### config.mk
export PLATFORM = sky130hd
export DESIGN_NAME = crc_framed_register_access
export DESIGN_NICKNAME = d
export VERILOG_FILES = /design/src/rtl/core/cfra_pkg.sv /design/src/rtl/core/cfra_in_stage.sv /design/src/rtl/core/cfra_engine.sv /design/src/rtl/core/crc_framed_register_access.sv
export SDC_FILE = /design/constraint.sdc
export NUM_CORES = 1
export LEC_CHECK = 0
export BUFFER_PORTS_ARGS = -buffer_cell sky130_fd_sc_hd__buf_2
export CAP_MARGIN = 10
export CORE_UTILIZATION = 52
export DETAILED_ROUTE_END_ITERATION = 7
export PLACE_DENSITY = 0.84
export SYNTH_ARGS = -nofsm -noshare
export SYNTH_HDL_FRONTEND = slang
export SYNTH_HIERARCHICAL = 1
export SYNTH_SLANG_ARGS = --single-unit
export TNS_END_PERCENT = 1
### constraint.sdc
create_clock -name clock -period 5.73 [get_ports clock]
set_input_delay 0.2865 -clock clock [delete_from_list [all_inputs] [get_ports clock]]
set_output_delay 0.2865 -clock clock [all_outputs]
set_load 0.02 [all_outputs]
### src/rtl/core/cfra_pkg.sv
package cfra_pkg;

   localparam int unsigned OP_W     = 3;
   localparam int unsigned ADDR_W   = 7;
   localparam int unsigned DATA_W   = 32;
   localparam int unsigned HALF_W   = 16;
   localparam int unsigned STATUS_W = 2;
   localparam int unsigned RVAL_W   = 64;

   localparam logic ACT_REQUEST  = 1'b0;
   localparam logic ACT_RESPONSE = 1'b1;

   localparam logic [OP_W-1:0] OP_READ16  = 3'd0;
   localparam logic [OP_W-1:0] OP_WRITE16 = 3'd1;
   localparam logic [OP_W-1:0] OP_READ32  = 3'd2;
   localparam logic [OP_W-1:0] OP_WRITE32 = 3'd3;
   localparam logic [OP_W-1:0] OP_READ64  = 3'd4;

   localparam logic [STATUS_W-1:0] STATUS_OK       = 2'd0;
   localparam logic [STATUS_W-1:0] STATUS_CRC_ERR  = 2'd1;
   localparam logic [STATUS_W-1:0] STATUS_XFER_ERR = 2'd2;

   localparam logic [ADDR_W-1:0] ADDR_MASK = 7'h7F;
   localparam logic [7:0]        WRITE_FLAG = 8'h80;

   typedef struct packed {
      logic              action;
      logic [OP_W-1:0]   op;
      logic [ADDR_W-1:0] address;
      logic [DATA_W-1:0] write_value;
      logic [DATA_W-1:0] rx_frame;
      logic              transfer_ok;
   } req_type;

   typedef struct packed {
      logic                tx_valid;
      logic [DATA_W-1:0]   tx_frame;
      logic                done_res;
      logic [STATUS_W-1:0] status;
      logic [RVAL_W-1:0]   read_value;
   } rsp_type;

   // Contribution of each message bit to the CRC-8 (polynomial 0x07, init 0).
   // The CRC is linear, so the remainder is the XOR of the columns of set bits.
   localparam logic [7:0] CRC_COL [24] = '{
      8'h07, 8'h0E, 8'h1C, 8'h38, 8'h70, 8'hE0, 8'hC7, 8'h89,
      8'h15, 8'h2A, 8'h54, 8'hA8, 8'h57, 8'hAE, 8'h5B, 8'hB6,
      8'h6B, 8'hD6, 8'hAB, 8'h51, 8'hA2, 8'h43, 8'h86, 8'h0B
   };

   function automatic logic [7:0] crc8_24(input logic [23:0] v);
      logic [7:0] crc;
      crc = 8'h00;
      for (int i = 0; i < 24; i++) begin
         if (v[i]) begin
            crc = crc ^ CRC_COL[i];
         end
      end
      return crc;
   endfunction

endpackage

### src/rtl/core/cfra_in_stage.sv
module cfra_in_stage (
   input  logic             clock,
   input  logic             reset,
   input  logic             req_valid,
   output logic             req_ready,
   input  cfra_pkg::req_type req_data,
   input  logic             take,
   output logic             item_valid,
   output cfra_pkg::req_type item
);

   logic             valid_ff;
   logic             valid_in;
   cfra_pkg::req_type item_ff;

   // The stage refills in the same cycle that the engine takes its word.
   assign req_ready = !valid_ff || take;

   always_comb begin
      valid_in = valid_ff;
      if (req_ready) begin
         valid_in = req_valid;
      end
   end

   always_ff @(posedge clock) begin
      if (reset) begin
         valid_ff <= 1'b0;
      end else begin
         valid_ff <= valid_in;
      end
   end

   always_ff @(posedge clock) begin
      if (req_valid && req_ready) begin
         item_ff <= req_data;
      end
   end

   assign item_valid = valid_ff;
   assign item       = item_ff;

endmodule

### src/rtl/core/cfra_engine.sv
module cfra_engine #(
   parameter int unsigned MAX_WORDS = 4
) (
   input  logic              clock,
   input  logic              reset,
   input  logic              fire,
   input  cfra_pkg::req_type  item,
   output cfra_pkg::rsp_type  result
);

   localparam int unsigned IDX_W = (MAX_WORDS > 2) ? 2 : 1;
   localparam int unsigned CNT_W = IDX_W + 1;
   localparam int unsigned ASM_W = cfra_pkg::HALF_W * MAX_WORDS;

   logic                          busy_ff, busy_in;
   logic [cfra_pkg::OP_W-1:0]     op_ff, op_in;
   logic [cfra_pkg::ADDR_W-1:0]   base_ff, base_in;
   logic [cfra_pkg::DATA_W-1:0]   pend_ff, pend_in;
   logic [IDX_W-1:0]              idx_ff, idx_in;
   logic [ASM_W-1:0]              asm_ff, asm_in;

   logic                          wr_op;
   logic [CNT_W-1:0]              words;
   logic                          last_word;
   logic                          crc_good;
   logic [ASM_W-1:0]              asm_merged;
   logic [cfra_pkg::DATA_W-1:0]   frame;

   function automatic logic is_write(input logic [cfra_pkg::OP_W-1:0] op);
      return (op == cfra_pkg::OP_WRITE16) || (op == cfra_pkg::OP_WRITE32);
   endfunction

   always_comb begin
      logic [cfra_pkg::ADDR_W-1:0] addr;
      logic [cfra_pkg::HALF_W-1:0] half;
      logic [23:0]                 head;
      addr = (base_in + cfra_pkg::ADDR_W'(idx_in)) & cfra_pkg::ADDR_MASK;
      half = (idx_in == '0) ? pend_in[cfra_pkg::HALF_W-1:0]
                            : pend_in[cfra_pkg::DATA_W-1:cfra_pkg::HALF_W];
      if (is_write(op_in)) begin
         head = {(8'(addr) | cfra_pkg::WRITE_FLAG), half};
      end else begin
         head = {8'(addr), 16'h0000};
      end
      frame = {head, cfra_pkg::crc8_24(head)};
   end

   assign wr_op = is_write(op_ff);

   always_comb begin
      priority if (op_ff == cfra_pkg::OP_READ64) begin
         words = CNT_W'(MAX_WORDS);
      end else if (op_ff >= cfra_pkg::OP_READ32) begin
         words = CNT_W'(2);
      end else begin
         words = CNT_W'(1);
      end
   end

   assign last_word = (CNT_W'(idx_ff) + CNT_W'(1)) >= words;
   assign crc_good  = cfra_pkg::crc8_24(item.rx_frame[31:8]) == item.rx_frame[7:0];

   always_comb begin
      asm_merged = asm_ff;
      asm_merged[cfra_pkg::HALF_W*idx_ff +: cfra_pkg::HALF_W] = item.rx_frame[23:8];
   end

   always_comb begin
      busy_in = busy_ff;
      op_in   = op_ff;
      base_in = base_ff;
      pend_in = pend_ff;
      idx_in  = idx_ff;
      asm_in  = asm_ff;
      result  = '0;
      if (fire) begin
         if (item.action == cfra_pkg::ACT_REQUEST) begin
            // Undefined op codes leave everything alone and answer with zeros.
            if (item.op <= cfra_pkg::OP_READ64) begin
               busy_in         = 1'b1;
               op_in           = item.op;
               base_in         = item.address;
               pend_in         = item.write_value;
               idx_in          = '0;
               asm_in          = '0;
               result.tx_valid = 1'b1;
            end
         end else if (busy_ff) begin
            priority if (!item.transfer_ok) begin
               busy_in         = 1'b0;
               result.done_res = 1'b1;
               result.status   = cfra_pkg::STATUS_XFER_ERR;
            end else if (!wr_op && !crc_good) begin
               busy_in         = 1'b0;
               result.done_res = 1'b1;
               result.status   = cfra_pkg::STATUS_CRC_ERR;
            end else if (last_word) begin
               busy_in         = 1'b0;
               result.done_res = 1'b1;
               result.status   = cfra_pkg::STATUS_OK;
               if (!wr_op) begin
                  result.read_value = cfra_pkg::RVAL_W'(asm_merged);
               end
            end else begin
               if (!wr_op) begin
                  asm_in = asm_merged;
               end
               idx_in          = idx_ff + IDX_W'(1);
               result.tx_valid = 1'b1;
            end
         end
      end
      if (result.tx_valid) begin
         result.tx_frame = frame;
      end
   end

   always_ff @(posedge clock) begin
      if (reset) begin
         busy_ff <= 1'b0;
      end else begin
         busy_ff <= busy_in;
      end
   end

   always_ff @(posedge clock) begin
      op_ff   <= op_in;
      base_ff <= base_in;
      pend_ff <= pend_in;
      idx_ff  <= idx_in;
      asm_ff  <= asm_in;
   end

endmodule

### src/rtl/core/crc_framed_register_access.sv
// Channel   Ports                          Word
// request   req_valid, req_ready, req_data   cfra_pkg::req_type
// response  rsp_valid, rsp_ready, rsp_data   cfra_pkg::rsp_type
//
// Every request word yields exactly one response word; it passes through the input
// register and then the response register. While the response side does not stall,
// the block takes one word per cycle.
// The input register feeds a single pass of CRC and sequencing logic into the
// response register. Reset clears the busy flag and both valid flags.
// A stalled response holds the engine and, once the input register is full,
// drops req_ready.
module crc_framed_register_access #(
   parameter int unsigned MAX_WORDS = 4
) (
   input  logic              clock,
   input  logic              reset,
   input  logic              req_valid,
   output logic              req_ready,
   input  cfra_pkg::req_type  req_data,
   output logic              rsp_valid,
   input  logic              rsp_ready,
   output cfra_pkg::rsp_type  rsp_data
);

   logic              rsp_valid_ff, rsp_valid_in;
   cfra_pkg::rsp_type rsp_data_ff;
   logic              advance;
   logic              item_valid;
   cfra_pkg::req_type item;
   logic              fire;
   cfra_pkg::rsp_type result;

   assign advance = !rsp_valid_ff || rsp_ready;
   assign fire    = item_valid && advance;

   cfra_in_stage u_in_stage (
      .clock      (clock),
      .reset      (reset),
      .req_valid  (req_valid),
      .req_ready  (req_ready),
      .req_data   (req_data),
      .take       (fire),
      .item_valid (item_valid),
      .item       (item)
   );

   cfra_engine #(
      .MAX_WORDS (MAX_WORDS)
   ) u_engine (
      .clock  (clock),
      .reset  (reset),
      .fire   (fire),
      .item   (item),
      .result (result)
   );

   always_comb begin
      rsp_valid_in = rsp_valid_ff;
      if (advance) begin
         rsp_valid_in = item_valid;
      end
   end

   always_ff @(posedge clock) begin
      if (reset) begin
         rsp_valid_ff <= 1'b0;
      end else begin
         rsp_valid_ff <= rsp_valid_in;
      end
   end

   always_ff @(posedge clock) begin
      if (fire) begin
         rsp_data_ff <= result;
      end
   end

   assign rsp_valid = rsp_valid_ff;
   assign rsp_data  = rsp_data_ff;

endmodule

==> metrics <==
Avg WL per Cell 19.0 um; Main synth FF type edfxtp_1; CP Class register to register; synthesis-stage register bit count 287; area grow syn2layout 25.1%; final setup vio count 0; drt pass-1 iters 5; I/O pins 182; Post-synth EDFFs 240; Yosys top cell by area edfxtp_1; initial antenna violation count 0; GR Util All Layers 23.6%; maximum vdd drop 0.000278 V; ANT nets after route 0; slowest CP cell edfxtp_1; Ys Warns 6; FF-to-FF End rsp_data[68]; Yosys cell types 67; Final min period 5.52 ns; Core ar. 24200 um^2; final wirelength 30300 um; fraction of layout cells with a size suffix above 1 25.5%; status completed; syn nets 1069; cell row count 57; Starting Density 52.9%; vias post-DR 8609; H-tree Lvls 1; non-filler cells, final 1598; Synth top area share 56.2%; crit start category register; dpl hpwl 19200 um; Hold Startpoint req_data[3]; Worst EP required 6.12 ns; asr flop ratio synth 0%; Critical Path Fanout Max 6; setup TNS 0 ns; die area 25300 um^2; R2R Setup Slk 0.21 ns; Least-Margin Pin Slew 1.08 ns; CP Cell Sequence xnor2_1 -> xnor2_1 -> xnor2_1 -> or3_4 -> a211oi_2 -> nor2_1 -> nor2_1 -> nand2_1 -> a21o_1 -> nand2_1 -> o21ai_0 -> ha_1 -> fa_2 -> o21ai_2 -> nor4_4 -> o211a_1 -> o221a_1 -> or4_4 -> a2111o_1 -> and3_1 -> a211o_1 -> a21oi_1; hold path endpoint u_in_stage/item[3]; CTS tree yes; relative slew slack 28.0%; Critical Path Max Stage Delay 0.59 ns; Worst EP arrival 5.90 ns; dpl cells 1458; vias in the first global route 8605; Post-Syn Instances 977; Max Freq 181 MHz; Top cell by count, worst path xnor2_1; Starting DRT DRC Count 635; hold depth 2; Hold Fails Final Rpt 0; register area share after synthesis 63.6%; Tot Pwr 5810 uW; RR Startpoint u_in_stage/item[16]; clock transition at the registers of the reported paths 0.06 ns; LEAKAGE 0.00650 uW; syn_area_per_cell 13.1 um^2; PnR worst setup slack 0.215 ns; Worst Skew 0.0173 ns; fin area 16000 um^2; PwrDens 362 nW/um^2; first-pass GRT wire length 46500 um; CTS Sinks 287; largest cells by area after synthesis edfxtp_1, dfxtp_1, nor2b_1, xnor2_1, a21oi_1; Worst setup EP type register; Final Wtd Congestion 0.910; Hold WC Path Type input port to register; largest net degree at the start of global routing 77; max-slew violations 0; dpl ws -0.113 ns; max cap viols 0; DIE HEIGHT 159 um; clock buffer depth 3; Chip Width 159 um; fin nets 1343; root buffer cell clkbuf_16; Tcrit/Tclk final 96.3%; # DRC 0; Cell Area, Placed 14100 um^2; buffers added on ports 181; Post-Synthesis Cell Area 12800 um^2; antenna diode count 0; Via density 5.39; clk_lat worst skew 0.55 ns; GR Overflow Total 0; TritonCTS Buffers 29; FF-to-FF path depth 22
area by class of cell:
cell class	instances	area, um^2
timing repair buffer	294	1960
fill	1699	8210
multi-input combinational	605	4430
tap	324	405
inverter	34	131
sequential	287	8150
clock buffer	41	791
clock inverter	13	168
critical path, delay by kind of cell (launching register included):
family          cells  cell delay (ns)
compound gates      9             1.88
simple gates        8             1.64
flops               1             0.59
fa+ha+maj           2             0.62
xor+xnor            3             0.61
power breakdown:
part           total (uW)  internal, uW  switching (uW)
clock network        1920          1140             778
logic                1360           639             719
registers            2530          2460            73.2
layer usage:
metal	vias to the layer above	GRT usage (%)	routed length, um
met2	433	38.5	14300
met4	0	7.91	939
met3	68	3.75	2550
met1	4133	32.4	12500
li1	3975	-	-
met5	-	0	0
cells in the final DEF, fill, tap and decap left out, drive strengths merged, types with 33 or more instances in the layout:
cell	count
xnor2	60
buf	215
nor2b	131
dfxtp	47
a21oi	82
dlygate4sd3	79
mux2i	33
edfxtp	240
inv	34
clkbuf	41
nor2	105
Yosys cell counts, types with 2 or more instances:
library cell and count:
xnor2_1 59, nor3_1 12, a21oi_2 2, a21oi_1 80
clkbuf_2 3, buf_2 12, nor2b_1 131, or2b_2 2
a2111o_1 2, and2_4 2, xor2_1 16, mux2_2 20
dfxtp_1 47, nand2b_4 2, o211a_1 2, o211ai_1 11
or2_2 3, and2_1 4, xnor3_4 4, ha_1 11
o22ai_1 3, nand2b_1 2, xnor3_1 9, inv_1 33
nand3_1 8, a21o_1 4, a211oi_1 5, o21ai_2 2
a211o_1 3, o21ai_0 7, nand2_1 26, mux2i_1 31
clkbuf_1 23, and3_1 8, buf_6 2, edfxtp_1 240
buf_1 8, nor4b_1 3, nor2_1 105, nand3b_1 2
buf_4 2
worst max path at each step:
stage / start / end / slack [ns] / depth (start not counted)
finish: u_in_stage/item[16] / rsp_data[68] / 0.21 / 22
global route: u_in_stage/item[14] / rsp_data[68] / -0.006 / 23
CTS: u_in_stage/item[22] / rsp_data[68] / 0.04 / 23
detailed placement: u_in_stage/item[15] / rsp_data[68] / -0.11 / 22
global placement: u_in_stage/item[15] / rsp_data[68] / 0.17 / 22
floorplan: rsp_valid / rsp_data[68] / 0.17 / 19
flip-flops by register name, summed over array words and instances (netlist names):
register               cells
u_engine/busy_ff           1
rsp_data                 100
u_engine/pend_ff          32
u_in_stage/item           76
rsp_valid                  1
u_engine/base_ff           7
u_in_stage/item_valid      1
u_engine/asm_ff           64
u_engine/op_ff             3
u_engine/idx_ff            2
kinds of logic after synthesis:
kind of cell,after synthesis,synth area share (%)
XOR/XNOR,92,8.24
adder cells (fa/ha/maj),12,1.23
buffers and inverters,85,3.04
AO/OA/AOI/OAI,130,6.23
AND/OR/NAND/NOR,317,13.1
flip-flops,287,63.6
multiplexers,54,4.58
stage by stage:
| stage | util (%) | hold slack, ns |
|---|---|---|
| after global routing | 66.1 | 0.435 |
| after floorplan | - | 0.349 |
| after global placement | 58.2 | 0.440 |
| after detailed placement | 58.2 | 0.464 |
| after CTS | 65.5 | 0.424 |
| final | 66.1 | 0.445 |
repair_timing:
action,in CTS,in global routing
hold buffers,79,0
buffers inserted,1,6
pin swaps,0,6
endpoints found under the hold margin,79,0
setup endpoints to repair,1,4
resized for setup,2,18
Note: power is estimated with default switching activity, not from simulation.
